### config.mk
export PLATFORM = sky130hd
export DESIGN_NAME = spc_cfg
export DESIGN_NICKNAME = d
export VERILOG_FILES = /design/src/rtl/core/spc_pkg.sv /design/src/rtl/core/spc_cfg.sv
export SDC_FILE = /design/constraint.sdc
export NUM_CORES = 1
export LEC_CHECK = 0
export ABC_AREA = 0
export BUFFER_PORTS_ARGS = -buffer_cell sky130_fd_sc_hd__buf_4
export CORE_AREA = 2 2 171 173
export CTS_BUF_LIST = sky130_fd_sc_hd__clkbuf_4 sky130_fd_sc_hd__clkbuf_8
export DETAILED_ROUTE_END_ITERATION = 8
export DIE_AREA = 0 0 173 175
export GPL_TIMING_DRIVEN = 0
export PLACE_DENSITY_LB_ADDON = 0.1
export SLEW_MARGIN = 20
export SYNTH_ARGS = -nofsm -noshare
export SYNTH_HDL_FRONTEND = slang
export SYNTH_SLANG_ARGS = --single-unit
### constraint.sdc
create_clock -name i_clk -period 2 [get_ports i_clk]
set_input_delay 0 -clock i_clk [delete_from_list [all_inputs] [get_ports i_clk]]
set_output_delay 0 -clock i_clk [all_outputs]
set_load 0.05 [all_outputs]
### src/rtl/core/spc_pkg.sv
`timescale 1ns / 1ps
package spc_pkg;

    localparam int FRAC_BITS = 16;
    localparam int CW        = 32;
    localparam int DIFF_W    = CW + 1;
    localparam int PROD_W    = CW + DIFF_W;
    localparam int DIST_W    = PROD_W + 2;
    localparam int REM_W     = DIST_W + 1;
    localparam int LPROD_W   = DIFF_W + FRAC_BITS + 1;
    localparam int IDX_W     = 3;

    localparam logic [IDX_W-1:0] REG_POINT_X  = 3'd0;
    localparam logic [IDX_W-1:0] REG_POINT_Y  = 3'd1;
    localparam logic [IDX_W-1:0] REG_POINT_Z  = 3'd2;
    localparam logic [IDX_W-1:0] REG_NORMAL_X = 3'd3;
    localparam logic [IDX_W-1:0] REG_NORMAL_Y = 3'd4;
    localparam logic [IDX_W-1:0] REG_NORMAL_Z = 3'd5;

    typedef enum logic [1:0] {
        ST_REJECT = 2'd0,
        ST_PASS   = 2'd1,
        ST_SECOND = 2'd2,
        ST_FIRST  = 2'd3
    } t_status;

    typedef struct packed {
        logic [1:0][2:0][CW-1:0] pos;
        logic [1:0][2:0][CW-1:0] tex;
    } t_seg;

    typedef struct packed {
        logic [2:0][CW-1:0] point;
        logic [2:0][CW-1:0] normal;
    } t_plane;

    typedef struct packed {
        t_seg                 seg;
        t_status              status;
        logic                 mv;
        logic [REM_W-1:0]     rem;
        logic [REM_W-1:0]     den;
        logic [FRAC_BITS-1:0] q;
    } t_div;

    typedef struct packed {
        t_seg    seg;
        t_status status;
    } t_res;

endpackage

### src/rtl/core/spc_cfg.sv
`timescale 1ns / 1ps
module spc_cfg (
    input  logic                      i_clk,
    input  logic                      i_rst_n,
    input  logic                      i_cfg_valid,
    output logic                      o_cfg_ready,
    input  logic [spc_pkg::IDX_W-1:0] i_cfg_index,
    input  logic [spc_pkg::CW-1:0]    i_cfg_data,
    output spc_pkg::t_plane           o_plane
);

    spc_pkg::t_plane r_plane;
    spc_pkg::t_plane n_plane;

    assign o_cfg_ready = 1'b1;
    assign o_plane     = r_plane;

    always_comb begin
        n_plane = r_plane;
        if (i_cfg_valid) begin
            unique case (i_cfg_index)
                spc_pkg::REG_POINT_X:  n_plane.point[0]  = i_cfg_data;
                spc_pkg::REG_POINT_Y:  n_plane.point[1]  = i_cfg_data;
                spc_pkg::REG_POINT_Z:  n_plane.point[2]  = i_cfg_data;
                spc_pkg::REG_NORMAL_X: n_plane.normal[0] = i_cfg_data;
                spc_pkg::REG_NORMAL_Y: n_plane.normal[1] = i_cfg_data;
                spc_pkg::REG_NORMAL_Z: n_plane.normal[2] = i_cfg_data;
                default:               n_plane = r_plane;
            endcase
        end
    end

    always_ff @(posedge i_clk) begin
        if (!i_rst_n) begin
            r_plane <= '0;
        end else begin
            r_plane <= n_plane;
        end
    end

endmodule

# [Word level (Yosys, flattened, before mapping)]
# Index checks and enable logic that the tools add are counted.
[totals] register_bits=192 in_bits=38 output_inout_bits=193 elab_cells=18
[op_classes] eq_ne=5 n_reduce_logical=7
[op_table] op="$reduce_and A2 Y1" n=6
[op_table] op="$eq A3 B2 Y1 const B" n=2
[op_table] op="$eq A3 B3 Y1 const B" n=2
[op_table] op="$eq A3 B1 Y1 const B" n=1
[op_table] op="$logic_not A3 Y1" n=1

# [Longest topological paths before layout]
[logic_depth] ltp_word=2 mapped_depth=5 mapped_depth_nobuf=2

# [Worst setup path after synthesis]
# No wires, ideal clock.
[synth_timing] kind="in2reg" startpoint="input i_cfg_index[0] in the netlist's numbering" endpoint="register r_plane (netlist bit o_plane[100])" setup_time_ps=72 arrival_ps=929 setup_slack_ps=999 path_stages=4 path_buffers=2 path_cell_list="buf_6 > nor4b_4 > buf_6 > mux2i_1"
[synth_via] elab_chain_cells=2
[synth_rtl] item="start, declared" line="spc_cfg.sv:7" source="input logic [spc_pkg::IDX_W-1:0] i_cfg_index,"
[synth_rtl] item="$logic_not A3 Y1" line="spc_cfg.sv:21" source="unique case (i_cfg_index)"
[synth_rtl] item="$reduce_and A2 Y1 (no source line)"
[synth_rtl] item="end signal, assigned" line="spc_cfg.sv:37" source="r_plane <= n_plane;"
[synth_rtl] item="end, declared" line="spc_cfg.sv:12" source="spc_pkg::t_plane r_plane;"
# No other way between the ends.
# A chain may end at the register's enable or synchronous reset.

# [Final worst setup path]
[layout_timing] startpoint="input i_cfg_index[0] in the netlist's numbering" endpoint="register r_plane (netlist bit o_plane[116])"
# Same word-level chain as after synthesis.

==> out/summary.txt <==
IO Port Bufs - 227
GPL Wtd Cong - 0.684
# diodes - 0
Syn-to-layout area delta - 42.1%
Register area share after synthesis - 55.1%
Finished Layout Cells - 1338
Total Wirelength - 24.2 mm
Worst hold slack - 0.0612 ns
Final setup TNS - 0 ns
Worst slew margin - 54.2%
Max-Cap Viols - 0
CTS root buf - clkbuf_8
Crit-path cells - dlygate4sd3_1 -> buf_6 -> nor4b_4 -> dlygate4sd3_1 -> mux2i_1
Static leakage - 4.86 nW
Vias per Instance - 4.15
CTS buffer count - 17
Synth area leaders - dfxtp_1 (55%), mux2i_1 (28%), nand2_1 (12%)
Synth Cell Area - 0.00698 mm²
Top-area cell type share of the netlist area - 55.1%
H-tree depth - 4
CTS resizes - 0
Buffers plus inverters on the worst setup path - 3
Largest area contributor in the netlist - dfxtp_1
Initial antenna violation count - 0
Fmax achieved - 610 MHz
Clock network power share - 36.1%
Setup CP Type - in -> reg
Met1 usage - 20.5%
Overall Global Routing Usage - 16.1%
CTS tree - built
Synth Register Bits - 192
GR Util met3 - 5.92%
Status - complete, no violations
Final ANT Viol Nets - 0
Final critical-path share of the clock period - 81.9%
Switching Fraction - 28.6%
Post-CTS Setup Repair Bufs - 0
Design Power - 7.66 mW
Internal - 5.47 mW
DIE HEIGHT - 175 µm
Crit-path slowest cell - dlygate4sd3_1
Worst setup SP type - primary input
Comb pwr share - 12.3%
Pwr Density - 773 mW/mm²
Initial Util - 24.6%
Final #Nets - 981
Drt initial violations - 208
Tightest Hold Check Type - in -> reg
Crit-path leading delay family - buffers and inverters
Netlist cell types - 13
GRT overflow - 0
Hold Vio Cnt, Final - 0
IO Pins - 231
Max reg flops - 192
Cells after synthesis - 663
Clock transition at the registers of the reported paths - 0.10 ns
Vias in the first global route - 5668
Die width - 173 µm
RSZ-0062 raised after global routing - false
WL per Instance - 18.1 µm
CP endpoint kind - register
GR Layer Usage met2 - 26.4%
TritonCTS Sinks - 192
Core box area - 0.0284 mm²
Slew Viols, Final - 0
Mapped Avg Cell Area - 10.5 µm²
VDD IR-drop max - 0.000404 V
Crit path max fanout - 6
Seq pwr share - 51.6%
Die area - 0.0303 mm²
Via count - 5553
# rows - 62
Dpl cells - 1274
Commonest non-fill, non-tap cell in the layout - buf_4
Post-DP HPWL - 17.2 mm
Largest net degree at the start of global routing - 18
NetSw - 2.19 mW
Clock buffer depth - 2
Most frequent cells in the layout - buf_4 (240), nand2_1 (224), mux2i_1 (192), dfxtp_1 (192), dlygate4sd3_1 (34)
Worst EP required - 2.38 ns
Drt pass-1 iters - 4
Dpl ws - 0.545 ns
Yosys warns - 0
Ratio of cells with drive above 1 in the final layout - 30.1%
CP arrival - 2.02 ns
Final WS setup - 0.362 ns
# fillers - 2987
Least-Margin Pin Slew - 0.688 ns
Crit path largest cell delay - 0.69 ns
Min Clock Period, post-route - 1.64 ns
First-pass GRT wire length - 36.6 mm
Final setup violation count - 0
Syn_nets - 701
Clock skew - 0 ns
Clock Latency Late Sink - 0.45 ns
Top Usage Layer GRT - met2
# DRC - 0
Crit-path most repeated cell - dlygate4sd3_1
[cells in the mapped netlist]
cell / count
and4bb_2: 1
buf_1: 4
buf_2: 8
buf_4: 13
buf_6: 7
clkbuf_1: 16
conb_1: 1
dfxtp_1: 192
mux2i_1: 192
nand2_1: 224
nand4b_1: 2
nand4bb_1: 2
nor4b_4: 1
[power by group through the flow]
stage | Clock (mW) | Sequential [mW] | Combinational [mW]
2_1_floorplan | 0 | 4.33 | 0.269
3_3_place_gp | 0 | 4.04 | 0.901
3_5_place_dp | 0 | 4.04 | 0.901
4_1_cts | 2.88 | 3.95 | 0.955
5_1_grt | 3.04 | 3.97 | 0.998
6_report | 2.77 | 3.95 | 0.940
[per-stage QoR]
stage                     instance area (µm²)  utilization, %
after floorplan                          6980               -
after global placement                   9160            32.3
after detailed placement                 9160            32.3
after CTS                                9910            34.9
after global routing                     9910            34.9
final                                    9910            34.9
[worst register-to-register path: cells and delay by family (launching register included)]
family	cells	cell delay [ns]
mux	1	0.14
flops	1	0.38
simple gates	1	0.07
[cell families after synthesis]
group,Yosys count,synth area share (%)
simple gates,230,13.1
mux,192,27.5
flops,192,55.1
buf+inv,48,4.18
other cells,1,0.0537
[metal layers]
metal,vias up,share of wire (%)
met5,-,0
met4,0,0.64
met3,9,6.7
met2,146,47
met1,2641,46
li1,2757,-
[cell type report]
cell class / instances / area, µm² / area share [%]
buffer: 48 / 292 / 2.94
sequential: 192 / 3840 / 38.8
clock buffer: 17 / 234 / 2.36
multi-input combinational: 423 / 2840 / 28.7
clock inverter: 13 / 178 / 1.79
timing repair buffer: 261 / 2040 / 20.6
tap: 384 / 480 / 4.85
[timing repair]
item,4_1_cts,5_1_grt
endpoints found under the hold margin,173,0
hold buffers,34,0
endpoints found under the setup margin,0,0
[worst paths after layout]
| path | startpoint | end | slack [ns] | cells past startpoint |
|---|---|---|---|---|
| min | i_cfg_index[2] | o_plane[123] | 0.06 | 4 |
| min reg2reg | o_plane[106] | o_plane[106] | 0.46 | 2 |
| max | i_cfg_index[0] | o_plane[116] | 0.36 | 5 |
| max reg2reg | o_plane[84] | o_plane[84] | 1.35 | 2 |
(Power assumes the default switching activity.)
